## src/hw/rtl/knn_pkg.sv

```systemverilog
// Package for the k-nearest-neighbor search block: widths, codes, state type.
// Used by every module of the block; depends on nothing.
package knn_pkg;

  localparam int DefMaxRows       = 256;
  localparam int DefMaxDims       = 256;
  localparam int DefMaxNeighbours = 16;

  localparam int DistW = 40;
  localparam int ValW  = 16;
  localparam logic [DistW-1:0] DistMax = {DistW{1'b1}};

  typedef enum logic [1:0] {
    CMD_TARGET = 2'd0,
    CMD_ROW    = 2'd1,
    CMD_SEARCH = 2'd2,
    CMD_NONE   = 2'd3
  } cmd_e;

  typedef enum logic [1:0] {
    REG_NEIGHBOURS = 2'd0,
    REG_ROWS       = 2'd1,
    REG_DIMS       = 2'd2
  } reg_e;

  typedef enum logic [2:0] {
    ST_IDLE,
    ST_DIST,
    ST_DRAIN,
    ST_INSERT,
    ST_EMIT
  } state_e;

endpackage

```

## src/hw/rtl/knn_dist_unit.sv

```systemverilog
// Shared squared-difference accumulate unit, one element per cycle.
// Depends on knn_pkg.
module knn_dist_unit (
  input  logic                     clk_i,
  input  logic                     rst_ni,
  input  logic                     clear_i,
  input  logic                     valid_i,
  input  logic [knn_pkg::ValW-1:0] a_i,
  input  logic [knn_pkg::ValW-1:0] b_i,
  output logic [knn_pkg::DistW-1:0] acc_o,
  output logic                     busy_o
);

  logic [knn_pkg::ValW-1:0]   diff_q, diff_d;
  logic                       sq_vld_q, dif_vld_q;
  logic [2*knn_pkg::ValW-1:0] sq_q;
  logic [knn_pkg::DistW-1:0]  acc_q, acc_d;
  logic [knn_pkg::DistW:0]    sum;

  // Absolute difference.
  assign diff_d = (a_i >= b_i) ? (a_i - b_i) : (b_i - a_i);

  // Saturating accumulate.
  always_comb begin
    sum = {1'b0, acc_q} + {{(knn_pkg::DistW + 1 - 2*knn_pkg::ValW){1'b0}}, sq_q};
    if (sum[knn_pkg::DistW]) begin
      acc_d = knn_pkg::DistMax;
    end else begin
      acc_d = sum[knn_pkg::DistW-1:0];
    end
  end

  always_ff @(posedge clk_i or negedge rst_ni) begin
    if (!rst_ni) begin
      dif_vld_q <= 1'b0;
      sq_vld_q  <= 1'b0;
    end else begin
      dif_vld_q <= valid_i;
      sq_vld_q  <= dif_vld_q;
    end
  end

  always_ff @(posedge clk_i) begin
    diff_q <= diff_d;
    sq_q   <= diff_q * diff_q;
    if (clear_i) begin
      acc_q <= '0;
    end else if (sq_vld_q) begin
      acc_q <= acc_d;
    end
  end

  assign acc_o  = acc_q;
  assign busy_o = dif_vld_q | sq_vld_q;

endmodule

```

## config.mk

```make
export PLATFORM = sky130hd
export DESIGN_NAME = knn_dist_unit
export DESIGN_NICKNAME = d
export VERILOG_FILES = /design/src/hw/rtl/knn_pkg.sv /design/src/hw/rtl/knn_dist_unit.sv
export SDC_FILE = /design/constraint.sdc
export NUM_CORES = 1
export LEC_CHECK = 0
export BUFFER_PORTS_ARGS = -buffer_cell sky130_fd_sc_hd__buf_2
export CAP_MARGIN = 20
export CORE_AREA = 2 2 185 187
export DETAILED_ROUTE_END_ITERATION = 10
export DIE_AREA = 0 0 187 189
export SLEW_MARGIN = 40
export SYNTH_ARGS = -nofsm -noshare
export SYNTH_HDL_FRONTEND = slang
export SYNTH_SLANG_ARGS = --single-unit
```

## constraint.sdc

```tcl
create_clock -name clk_i -period 12.1 [get_ports clk_i]
set_input_delay 1.21 -clock clk_i [delete_from_list [all_inputs] [get_ports clk_i]]
set_output_delay 1.21 -clock clk_i [all_outputs]
set_load 0.02 [all_outputs]
```

After elaboration in Yosys (flattened, before gate mapping)
Cells that the tools add are included.
{"block": "op_classes", "mul": 1, "n_addsub": 3, "mux": 2, "bitwise_logic": 1, "order_cmp": 1}
{"operator": "$add 40x32->41", "n": 1}
{"operator": "$mux 40", "n": 1}
{"operator": "$mul 16x16->32", "n": 1}
{"operator": "$sub 16x16->16", "n": 2}
{"operator": "$ge 16x16->1", "n": 1}
{"operator": "$mux 16", "n": 1}
{"operator": "$or 1x1->1", "n": 1}
{"block": "word_totals", "register_bits": 90, "input_bits": 36, "out_inout_bits": 41}

Logic depth before layout (Yosys ltp)
Gate-level depths: netlist (run 1).
{"block": "logic_depth", "ltp_word": 2, "depth_mapped": 23, "mapped_depth_nobuf": 22}

Worst setup path before layout (run 1)
Ideal clock, no wire load.
{"block": "synth_path", "path_type": "register to register", "startpoint": "register diff_q[6] in the netlist's numbering", "endpoint": "register sq_q[31] in the netlist's numbering", "path_buffers": 1, "synth_period_minus_slack_ps": 6118, "arrival_ps": 6056, "setup_time_ps": 62, "required_ps": 12038, "setup_slack_ps": 5982, "path_stages_with_launch": 23, "cell_sequence": "dfxtp_1 -> clkbuf_1 -> nand2_1 -> fa_1 -> inv_1 -> fa_1 -> inv_1 -> fa_1 -> inv_1 -> fa_1 -> fa_1 -> inv_1 -> fa_1 -> inv_1 -> ha_1 -> a21o_1 -> a21o_1 -> a21o_1 -> a21oi_2 -> a31oi_1 -> a221o_1 -> or4_1 -> nand3_1"}
{"block": "synth_via", "elab_chain_len": 1}
{"item": "start, declared", "line_no": "knn_dist_unit.sv:14", "text": "logic [knn_pkg::ValW-1:0] diff_q, diff_d;"}
{"item": "start signal, assigned", "line_no": "knn_dist_unit.sv:44", "text": "diff_q <= diff_d;"}
{"item": "$mul 16x16->32", "line_no": "knn_dist_unit.sv:45", "text": "sq_q <= diff_q * diff_q;"}
{"item": "end signal, assigned", "line_no": "knn_dist_unit.sv:45"}
{"item": "end, declared", "line_no": "knn_dist_unit.sv:16", "text": "logic [2*knn_pkg::ValW-1:0] sq_q;"}
No other way between the ends.
A chain may end at the register's enable or synchronous reset.

Worst setup path after layout (run 1)
{"block": "layout_path", "startpoint": "register diff_q[9] in the netlist's numbering", "endpoint": "register sq_q[31] in the netlist's numbering"}
The elaborated chain is that of the path after synthesis.

==> summary.md, run 1 <==
| Metric | Value |
|---|---|
| CTS Buffer Depth | `2` |
| Post-synthesis sequential area ratio | `0.136` |
| Outcome | `finished clean` |
| Synth area leader | `fa_1` |
| FMAX | `0.149 GHz` |
| Diodes inserted | `0` |
| Final hold violations | `0` |
| Chip Height | `189 um` |
| CP startpoint | `diff_q[9]` |
| Initial Utilization | `0.395` |
| Number of global-route vias before repair | `10405` |
| Placed Instance Area | `13900 um2` |
| CTS Buf Count | `9` |
| Fill cell count | `3358` |
| # setup viols final | `0` |
| Largest net degree at the start of global routing | `62` |
| Worst hold start | `dif_vld_q` |
| Final Skew | `roughly 0.018 ns` |
| Number of synthesized flops with an enable pin | `0` |
| Slew Viols, Final | `0` |
| Post-CTS setup buffers | `0` |
| Global-route wire length before repair | `50500 um` |
| Max_cap viols | `0` |
| Area growth syn-to-layout | `7.76%` |
| ANT nets after route | `0` |
| CTS tree | `done` |
| Commonest non-fill, non-tap cell in the layout | `inv_1` |
| Rel. slew slack | `0.466` |
| Final Cell Area | `14100 um2` |
| CP Launch Type | `flip-flop` |
| H-tree lvl count | `3` |
| Wire length per cell | `14.7 um` |
| Minimum clock period | `6.73 ns` |
| Final std cells w/o fill | `just over 2000` |
| Post-cts resize count | `0` |
| Remaining DRCs | `0` |
| Synth top area share | `0.250` |
| Die area | `between 30000 and 40000 um2` |
| Actual slew at the worst max-slew pin | `0.801 ns` |
| Tot GR Track Use | `0.172` |
| RSZ-0062 raised after global routing | `false` |
| Worst Setup Path Type | `reg -> reg` |
| IO buf count | `76` |
| Reg clk slew, reported paths | `0.07 ns` |
| Placed insts | `2016` |
| Syn avg cell area | `about 8.5 um2` |
| Synth area leaders | `fa_1, ha_1, dfxtp_1, inv_1, nand2_1` |
| Count of cell types in the netlist | `72` |
| HP Class | `reg -> reg` |
| Chip Width | `187 um` |
| Worst EP arrival | `7.01 ns` |
| Yosys warns | `0` |
| Worst-Skew Late Latency | `0.36 ns` |
| Drt total wl | `29900 um` |
| Initial antenna violation count | `0` |
| CP Max Fanout | `17` |
| # rows | `67` |
| DR iter-0 viols | `573` |
| CP Data Required Time | `between 10 and 15 ns` |
| Hold Buf Count CTS | `0` |
| Endpoint class of the critical path | `flip-flop` |
| Gr ovfl total | `0` |
| Ports | `77` |
| Routed vias | `10261` |
| CTS root buf | `clkbuf_16` |
| Most frequent cells in the layout | `inv_1, ha_1, fa_1` |
| Setup TNS | `0 ns` |
| Pre-Repair DR Iteration Count | `7` |
| CTS Sinks | `89` |
| FF-to-FF Start | `diff_q[9]` |
| Fraction of the cycle the final worst path needs | `0.556` |
| Synth Flop Type | `dfxtp_1` |
| Layout cell share with drive strength beyond 1 | `0.0713` |
| Cell Area, Synth | `about 13000 um2` |
| DP Wirelength | `24600 um` |
| RePlAce Congestion | `0.880` |
| Gate Count Post-Synth | `1541` |
| Average vias per placed instance | `5.05` |
| Core area | `33300 um2` |
| Net Count, Synth | `1907` |
| Synthesized flop and latch total | `between 80 and 90` |
| Asr flop ratio synth | `0.0225` |
| Final nets | `1945` |
cell families after synthesis:
group,count (synthesis),share of synthesized area
adders and majority gates,330,0.408
muxes,14,0.0109
DFF,89,0.136
buffers and inverters,347,0.102
and+or+nand+nor,388,0.138
xor gates and xnor gates,79,0.0527
AOI/OAI and AO/OA,294,0.152
per-layer routing:
metal	up-vias	routed length, um	GRT usage
met5	-	0	0
met4	0	479	0.0443
met3	31	1040	0.0156
met2	224	13600	0.288
met1	4878	14700	0.240
li1	5128	-	-
metrics by stage:
step,hold WS (ns),worst slack (ns),utilization
after floorplan,0.342,5.98,-
after global placement,0.358,5.55,0.416
after detailed placement,0.363,5.43,0.417
after CTS,0.380,5.38,0.425
after global routing,0.389,5.13,0.425
final,0.379,5.37,0.425
sequential cells by signal, summed over array words and instances, names as in the netlist:
register and cells:
diff_q 16, sq_q 31, sq_vld_q 1, acc_o 40
dif_vld_q 1
cell usage after synthesis, types with 3 or more instances:
master	number
a211o_1	4
a211oi_1	19
a21boi_0	5
a21o_1	29
a21oi_1	83
a21oi_2	3
a221o_1	3
a221oi_1	3
a311oi_1	17
a31oi_1	15
and2_1	38
and3_1	5
and4_1	6
buf_2	8
clkbuf_1	40
dfxtp_1	87
fa_1	164
ha_1	166
inv_1	297
mux2i_1	12
nand2_1	130
nand2b_1	7
nand3_1	18
nand4_1	12
nor2_1	106
nor2b_1	17
nor3_1	21
nor3b_1	3
nor4_1	7
o2111ai_1	5
o211a_1	3
o211ai_1	10
o21a_1	10
o21ai_0	39
o21ai_1	5
o21bai_1	12
o31ai_1	4
or2_2	5
or3_1	6
xnor2_1	49
xor2_1	30
critical path, cell delays in order, from the launching register on:
cell	delay, ns
dfxtp_1	0.73
and2_1	0.27
inv_1	0.07
fa_1	0.50
inv_1	0.05
fa_1	0.50
inv_1	0.05
fa_1	0.47
inv_1	0.06
fa_1	0.51
fa_1	0.56
inv_1	0.06
fa_1	0.53
inv_1	0.04
ha_1	0.36
a21o_1	0.19
a21o_1	0.17
a21o_1	0.20
a21oi_2	0.16
a31oi_1	0.17
a221o_1	0.40
or4_1	0.51
nand3_1	0.09
cell type report:
| class | instances | area, um2 | area share |
|---|---|---|---|
| inverters | 297 | 1110 | 0.0788 |
| clock buffers | 10 | 239 | 0.0169 |
| clock inverters | 6 | 48.8 | 0.00345 |
| well taps | 448 | 561 | 0.0396 |
| multi-input cells | 1105 | 10000 | 0.707 |
| flip-flops and latches | 89 | 1790 | 0.127 |
| repair buffers | 77 | 388 | 0.0274 |
worst paths after layout:
path	endpoint	slack, ns	cells after the start
worst min register to register	sq_vld_q	0.38	0
min in group asynchronous	sq_vld_q	0.62	1
worst min-delay path	sq_vld_q	0.38	0
worst max register to register	sq_q[31]	5.37	22
max in group asynchronous	sq_vld_q	11.38	1
worst max-delay path	sq_q[31]	5.37	22
Power of run 1 is left out: the tool's default activity adds up to more than one toggle a clock period on the data nets, which glitch-free logic cannot reach.
==> run 2, diff against run 1 <==
--- a/config.mk
+++ b/config.mk
@@ -5,11 +5,12 @@
 export SDC_FILE = /design/constraint.sdc
 export NUM_CORES = 1
 export LEC_CHECK = 0
+export ABC_AREA = 1
 export BUFFER_PORTS_ARGS = -buffer_cell sky130_fd_sc_hd__buf_2
 export CAP_MARGIN = 20
-export CORE_AREA = 2 2 185 187
+export CORE_AREA = 2 2 193 195
 export DETAILED_ROUTE_END_ITERATION = 10
-export DIE_AREA = 0 0 187 189
+export DIE_AREA = 0 0 195 197
 export SLEW_MARGIN = 40
 export SYNTH_ARGS = -nofsm -noshare
 export SYNTH_HDL_FRONTEND = slang
==> constraint.sdc (replaced) <==
create_clock -name clk_i -period 6.5 [get_ports clk_i]
set_input_delay 0.65 -clock clk_i [delete_from_list [all_inputs] [get_ports clk_i]]
set_output_delay 0.65 -clock clk_i [all_outputs]
set_load 0.02 [all_outputs]
==> run 2 against run 1 <==
Maximum frequency is 13% higher. Routed wire length up 16%. Flip-flop and latch count unchanged.
==> summary.md, run 2 <==
| Metric | Value |
|---|---|
| Number of global-route vias before repair | `12381 (+19%)` |
| Final hold violations | `0 (unchanged)` |
| Net Count, Synth | `2395 (+26%)` |
| Post-synthesis sequential area ratio | `0.124 (-0.0123)` |
| Chip Height | `197 um (+4.2%)` |
| Average vias per placed instance | `4.79 (-5.1%)` |
| Worst Setup Path Type | `reg -> reg` |
| CTS Sinks | `89 (unchanged)` |
| Drt total wl | `34700 um (+16%)` |
| RSZ-0062 raised after global routing | `false` |
| Diodes inserted | `0 (unchanged)` |
| Syn avg cell area | `7.11 um2 (-17%)` |
| Synth area leaders | `fa_1, ha_1, nand2_1, inv_1, dfxtp_1` |
| Initial antenna violation count | `0 (unchanged)` |
| Cell Area, Synth | `14400 um2 (+9.9%)` |
| Hold_ws | `0.0623 ns (-0.317 ns)` |
| Post-CTS setup buffers | `0 (unchanged)` |
| IO buf count | `76 (unchanged)` |
| Worst-Skew Late Latency | `0.37 ns (about the same)` |
| Synth Flop Type | `dfxtp_1` |
| Post-cts resize count | `0 (unchanged)` |
| R2r setup slk | `0.54 ns (-4.83 ns)` |
| FF-to-FF Start | `diff_q[4]` |
| Area growth syn-to-layout | `7.13%` |
| Wire length per cell | `13.7 um (-6.8%)` |
| Tot GR Track Use | `0.188 (+0.0161)` |
| Yosys warns | `0 (unchanged)` |
| FMAX | `0.168 GHz (+13%)` |
| CTS Buf Count | `9 (unchanged)` |
| Endpoint class of the critical path | `flip-flop` |
| ANT nets after route | `0 (unchanged)` |
| Chip Width | `195 um (+4.3%)` |
| Remaining DRCs | `0 (unchanged)` |
| Most frequent cells in the layout | `nand2_1, inv_1, ha_1` |
| Gr ovfl total | `0 (unchanged)` |
| Pre-Repair DR Iteration Count | `5 (-2)` |
| HP Class | `in -> async` |
| Slew Viols, Final | `0 (unchanged)` |
| Max_cap viols | `0 (unchanged)` |
| RePlAce Congestion | `0.929 (+5.6%)` |
| Hold Buf Count CTS | `0 (unchanged)` |
| Worst EP arrival | `6.20 ns (-0.81 ns)` |
| DR iter-0 viols | `454 (-21%)` |
| Setup TNS | `0 ns (unchanged)` |
| Synth top area share | `0.227 (-0.0225)` |
| Outcome | `finished clean` |
| Core area | `36300 um2 (+9.0%)` |
| CP Max Fanout | `17 (unchanged)` |
| Number of synthesized flops with an enable pin | `0 (unchanged)` |
| Actual slew at the worst max-slew pin | `0.786 ns (-0.0151 ns)` |
| Routed vias | `12162 (+19%)` |
| Most numerous cell in the Yosys netlist | `nand2_1` |
| Reg clk slew, reported paths | `0.06 ns (about the same)` |
| Ports | `77 (unchanged)` |
| Reg2Reg Depth | `19 (-14%)` |
| Reg-to-Reg End | `sq_q[24]` |
| Layout cell share with drive strength beyond 1 | `0.0720 (+0.000642)` |
| Commonest non-fill, non-tap cell in the layout | `nand2_1` |
| Rel. slew slack | `0.475 (+0.00936)` |
| Fraction of the cycle the final worst path needs | `0.917 (+0.361)` |
| H-tree lvl count | `3 (unchanged)` |
| CP Launch Type | `flip-flop` |
| CP Data Required Time | `6.74 ns (-5.65 ns)` |
| Final nets | `2431 (+25%)` |
| Largest net degree at the start of global routing | `50 (-19%)` |
| # setup viols final | `0 (unchanged)` |
| Initial Utilization | `0.398 (+0.00347)` |
| CTS root buf | `clkbuf_16` |
| Asr flop ratio synth | `0.0225 (unchanged)` |
| Commonest cells post-synth | `nand2_1, inv_1, ha_1` |
| Gate Count Post-Synth | `2029 (+32%)` |
| Synth area leader | `fa_1` |
| Count of cell types in the netlist | `46 (-36%)` |
| Global-route wire length before repair | `58800 um (+16%)` |
| Max reg flops | `40 (unchanged)` |
| Die area | `38400 um2 (+8.7%)` |
| CTS tree | `done` |
| Minimum clock period | `5.96 ns (-0.766 ns)` |
| DP Wirelength | `29700 um (+20%)` |
| CTS Buffer Depth | `2 (unchanged)` |
| # rows | `70 (+4.5%)` |
| Synthesized flop and latch total | `89 (unchanged)` |
| Final Skew | `0.0171 ns (-0.000942 ns)` |
-- run 2: cell types whose count changed after synthesis, sizes merged, moves of 30 or more --
cell / delta
a21oi: +30
and2: -38
inv: +181
nand2: +384
nand3: +52
nor2: +39
o21ai: +33
-- run 2: final cells by class --
| class | instances | area, um2 |
|---|---|---|
| repair buffers | 80 | 410 |
| clock inverters | 6 | 66.3 |
| well taps | 468 | 586 |
| multi-input cells | 1407 | 10600 |
| flip-flops and latches | 89 | 1790 |
| fillers | 3838 | 20800 |
| inverters | 478 | 1800 |
| clock buffers | 10 | 239 |
-- run 2: logic make-up (layout without fill, tap and decap cells) --
kind of cell    after synthesis  count (layout)  share of synthesized area
compound gates              229             229                     0.0970
xor+xnor                     81              81                     0.0492
fa+ha+maj                   330             330                      0.371
buf+inv                     533             574                      0.143
flops                        89              89                      0.124
simple gates                767             767                      0.215
-- run 2: how the worst max path moves through the flow --
stage                   start       end  cells after the start
floorplan           diff_q[4]  sq_q[30]                     20
detailed placement  diff_q[5]  sq_q[21]                     21
global route        diff_q[4]  sq_q[28]                     20
CTS                 diff_q[4]  sq_q[24]                     19
finish              diff_q[4]  sq_q[24]                     19
global placement    diff_q[5]  sq_q[21]                     21
-- run 2: metal layers --
layer | share of wire | global-route usage
met5 | 0 | 0
met3 | 0.036 | 0.0226
met1 | 0.46 | 0.234
met4 | 0.021 | 0.0540
met2 | 0.49 | 0.342
-- run 2: worst max-delay path: stages, from the launching register on --
cell,delay (ns)
dfxtp_1,0.83
nand2_1,0.19
fa_1,0.58
fa_1,0.56
inv_1,0.05
fa_1,0.52
fa_1,0.45
fa_1,0.55
inv_1,0.05
fa_1,0.52
inv_1,0.04
ha_1,0.35
nand2_1,0.12
inv_1,0.08
nand3_1,0.08
nor3_1,0.25
nand4_1,0.13
nand3_1,0.21
a21oi_1,0.12
xnor2_1,0.14
-- run 2: per-stage QoR --
step	utilization	worst slack [ns]	instance area, um2	cells
6_report	0.426	0.538	15500	2538
5_1_grt	0.426	0.204	15500	2538
4_1_cts	0.426	0.509	15500	2538
3_5_place_dp	0.418	0.526	15200	2522
3_3_place_gp	0.418	0.645	15200	2522
2_1_floorplan	-	0.991	14400	2029
Power of run 2 is left out for the same reason.
==> run 3, diff against run 2 <==
--- a/config.mk
+++ b/config.mk
@@ -5,12 +5,12 @@
 export SDC_FILE = /design/constraint.sdc
 export NUM_CORES = 1
 export LEC_CHECK = 0
-export ABC_AREA = 1
+export ABC_AREA = 0
 export BUFFER_PORTS_ARGS = -buffer_cell sky130_fd_sc_hd__buf_2
 export CAP_MARGIN = 20
-export CORE_AREA = 2 2 193 195
+export CORE_AREA = 2 2 185 187
 export DETAILED_ROUTE_END_ITERATION = 10
-export DIE_AREA = 0 0 195 197
+export DIE_AREA = 0 0 187 189
 export SLEW_MARGIN = 40
 export SYNTH_ARGS = -nofsm -noshare
 export SYNTH_HDL_FRONTEND = slang
==> run 3 against run 2 <==
Clock skew is 0.0025 ns higher. First-iteration DRC count is 1.3% higher. Critical path depth is 2 higher. Critical endpoint is now sq_q[31].
==> summary.md, run 3 (synthesis results as in run 1) <==
| Metric | Value |
|---|---|
| Gr ovfl total | `0 (unchanged)` |
| Worst-Skew Late Latency | `0.35 ns (-0.02 ns)` |
| CTS root buf | `clkbuf_16` |
| Reg clk slew, reported paths | `0.07 ns (about the same)` |
| Drt total wl | `30000 um (-14%)` |
| Final std cells w/o fill | `2052 (-19%)` |
| Setup TNS | `0 ns (unchanged)` |
| Placed insts | `2036 (-19%)` |
| Rel. slew slack | `0.500 (+0.0244)` |
| IO buf count | `76 (unchanged)` |
| Diodes inserted | `0 (unchanged)` |
| H-tree lvl count | `3 (unchanged)` |
| Hold_ws | `0.0714 ns (+0.00911 ns)` |
| Routed vias | `10292 (-15%)` |
| Area growth syn-to-layout | `9.16%` |
| Worst path max stage delay | `0.54 ns (-0.29 ns)` |
| CTS tree | `done` |
| Pre-Repair DR Iteration Count | `5 (unchanged)` |
| Remaining DRCs | `0 (unchanged)` |
| Critical path's top delay family | `adder cells` |
| CTS Buffer Depth | `2 (unchanged)` |
| Worst EP arrival | `6.49 ns (+0.29 ns)` |
| Critical path buffers and inverters | `5 (+1)` |
| Tot GR Track Use | `0.172 (-0.0159)` |
| Met2 GRT Util | `0.297 (-0.0459)` |
| Post-CTS setup buffers | `0 (unchanged)` |
| Slew Viols, Final | `0 (unchanged)` |
| Chip Width | `187 um (-4.1%)` |
| Most frequent cells in the layout | `inv_1, ha_1, fa_1` |
| CP Launch Type | `flip-flop` |
| Pre-CTS setup slack | `0.215 ns (-0.310 ns)` |
| Met3 usage | `0.0196 (-0.00294)` |
| Initial Utilization | `0.395 (-0.00347)` |
| Number of global-route vias before repair | `10394 (-16%)` |
| Worst Setup Path Type | `reg -> reg` |
| Fraction of the cycle the final worst path needs | `0.956 (+0.0388)` |
| Most used cell, CP | `fa_1` |
| Core area | `33300 um2 (-8.2%)` |
| Average vias per placed instance | `5.02 (+4.7%)` |
| Final hold violations | `0 (unchanged)` |
| FMAX | `0.161 GHz (-4.1%)` |
| Met1 usage | `0.234 (about the same)` |
| ANT nets after route | `0 (unchanged)` |
| Ports | `77 (unchanged)` |
| Initial antenna violation count | `0 (unchanged)` |
| Final Skew | `0.0195 ns (+0.00245 ns)` |
| Crit-path cells | `nand2_1 > inv_1 > fa_1 > inv_1 > fa_1 > inv_1 > fa_1 > fa_1 > fa_1 > inv_1 > fa_1 > inv_1 > ha_1 > a21o_1 > a21o_1 > a21o_1 > a21oi_2 > a31oi_1 > a221o_1 > or4_1 > nand3_1` |
| Minimum clock period | `6.21 ns (+0.252 ns)` |
| Top Usage Layer GRT | `met2` |
| Chip Height | `189 um (-4.1%)` |
| Layout cell share with drive strength beyond 1 | `0.0867 (+0.0147)` |
| Setup ws final | `0.286 ns (-0.252 ns)` |
| Global-route wire length before repair | `50500 um (-14%)` |
| # rows | `67 (-4.3%)` |
| HP Class | `in -> async` |
| CTS Buf Count | `9 (unchanged)` |
| Final nets | `1965 (-19%)` |
| Max_cap viols | `0 (unchanged)` |
| Actual slew at the worst max-slew pin | `0.751 ns (-0.0355 ns)` |
| Max stage delay cell, worst path | `fa_1` |
| RePlAce Congestion | `0.867 (-6.7%)` |
| Fill cell count | `3354 (-13%)` |
| Hold Buf Count CTS | `0 (unchanged)` |
| CTS Sinks | `89 (unchanged)` |
| Commonest non-fill, non-tap cell in the layout | `inv_1` |
| # setup viols final | `0 (unchanged)` |
| CP Data Required Time | `6.78 ns (+0.04 ns)` |
| CP Max Fanout | `8 (-9)` |
| Max reg flops | `40 (unchanged)` |
| Endpoint class of the critical path | `flip-flop` |
| DP Wirelength | `25500 um (-14%)` |
| Outcome | `finished clean` |
| Wire length per cell | `14.6 um (+6.7%)` |
| RSZ-0062 raised after global routing | `false` |
| Die area | `35300 um2 (-8.0%)` |
| DR iter-0 viols | `460 (+1.3%)` |
| Largest net degree at the start of global routing | `62 (+24%)` |
-- run 3: cell count changes in the layout (fill, tap and decap cells not counted), moves of 18 or more --
cell | previous run | this run
nand2_1 | 504 | 130
and2_1 | 1 | 37
a211oi_1 | 0 | 19
inv_1 | 469 | 297
nor2_1 | 143 | 105
nand3_1 | 69 | 18
o21ai_0 | 73 | 39
xnor2_1 | 28 | 49
xor2_1 | 53 | 30
a21o_1 | 11 | 29
-- run 3: worst paths after layout --
kind                           start        to  slack (ns)  depth (start not counted)
setup / recovery           diff_q[4]  sq_q[31]        0.29                         21
hold / removal                rst_ni  sq_vld_q        0.07                          1
setup reg to reg           diff_q[4]  sq_q[31]        0.29                         21
hold reg to reg            dif_vld_q  sq_vld_q        0.37                          0
max in group asynchronous     rst_ni  sq_vld_q        6.33                          1
min in group clk_i         dif_vld_q  sq_vld_q        0.37                          0
-- run 3: what timing repair did --
action | CTS | global route
endpoints found under the hold margin | 0 | 0
setup endpoints to repair | 0 | 1
gates resized for setup | 0 | 5
-- run 3: metal layers --
layer,vias to the layer above,share of wire
li1,5155,-
met1,4917,0.49
met2,196,0.47
met3,24,0.030
met4,0,0.013
met5,-,0
-- run 3: cell type report --
cell class | instances | area (um2) | area share
clock buffers | 10 | 239 | 0.0167
clock inverters | 6 | 75.1 | 0.00524
inverters | 297 | 1110 | 0.0778
multi-input cells | 1105 | 10000 | 0.698
flip-flops and latches | 89 | 1800 | 0.126
well taps | 448 | 561 | 0.0391
repair buffers | 97 | 538 | 0.0375
-- run 3: through the flow --
stage | cell area (um2) | utilization
finish | 14300 | 0.431
global placement | 14000 | 0.421
global route | 14300 | 0.431
detailed placement | 14000 | 0.421
floorplan | 13100 | -
CTS | 14300 | 0.430
-- run 3: worst register-to-register path, cell delays in order (launching register included) --
cell and delay, ns:
dfxtp_1 0.40, nand2_1 0.15, inv_1 0.07, fa_1 0.53
inv_1 0.05, fa_1 0.53, inv_1 0.05, fa_1 0.54
fa_1 0.45, fa_1 0.54, inv_1 0.05, fa_1 0.53
inv_1 0.04, ha_1 0.37, a21o_1 0.19, a21o_1 0.17
a21o_1 0.19, a21oi_2 0.15, a31oi_1 0.16, a221o_1 0.39
or4_1 0.51, nand3_1 0.09
Power of run 3 is left out for the same reason.
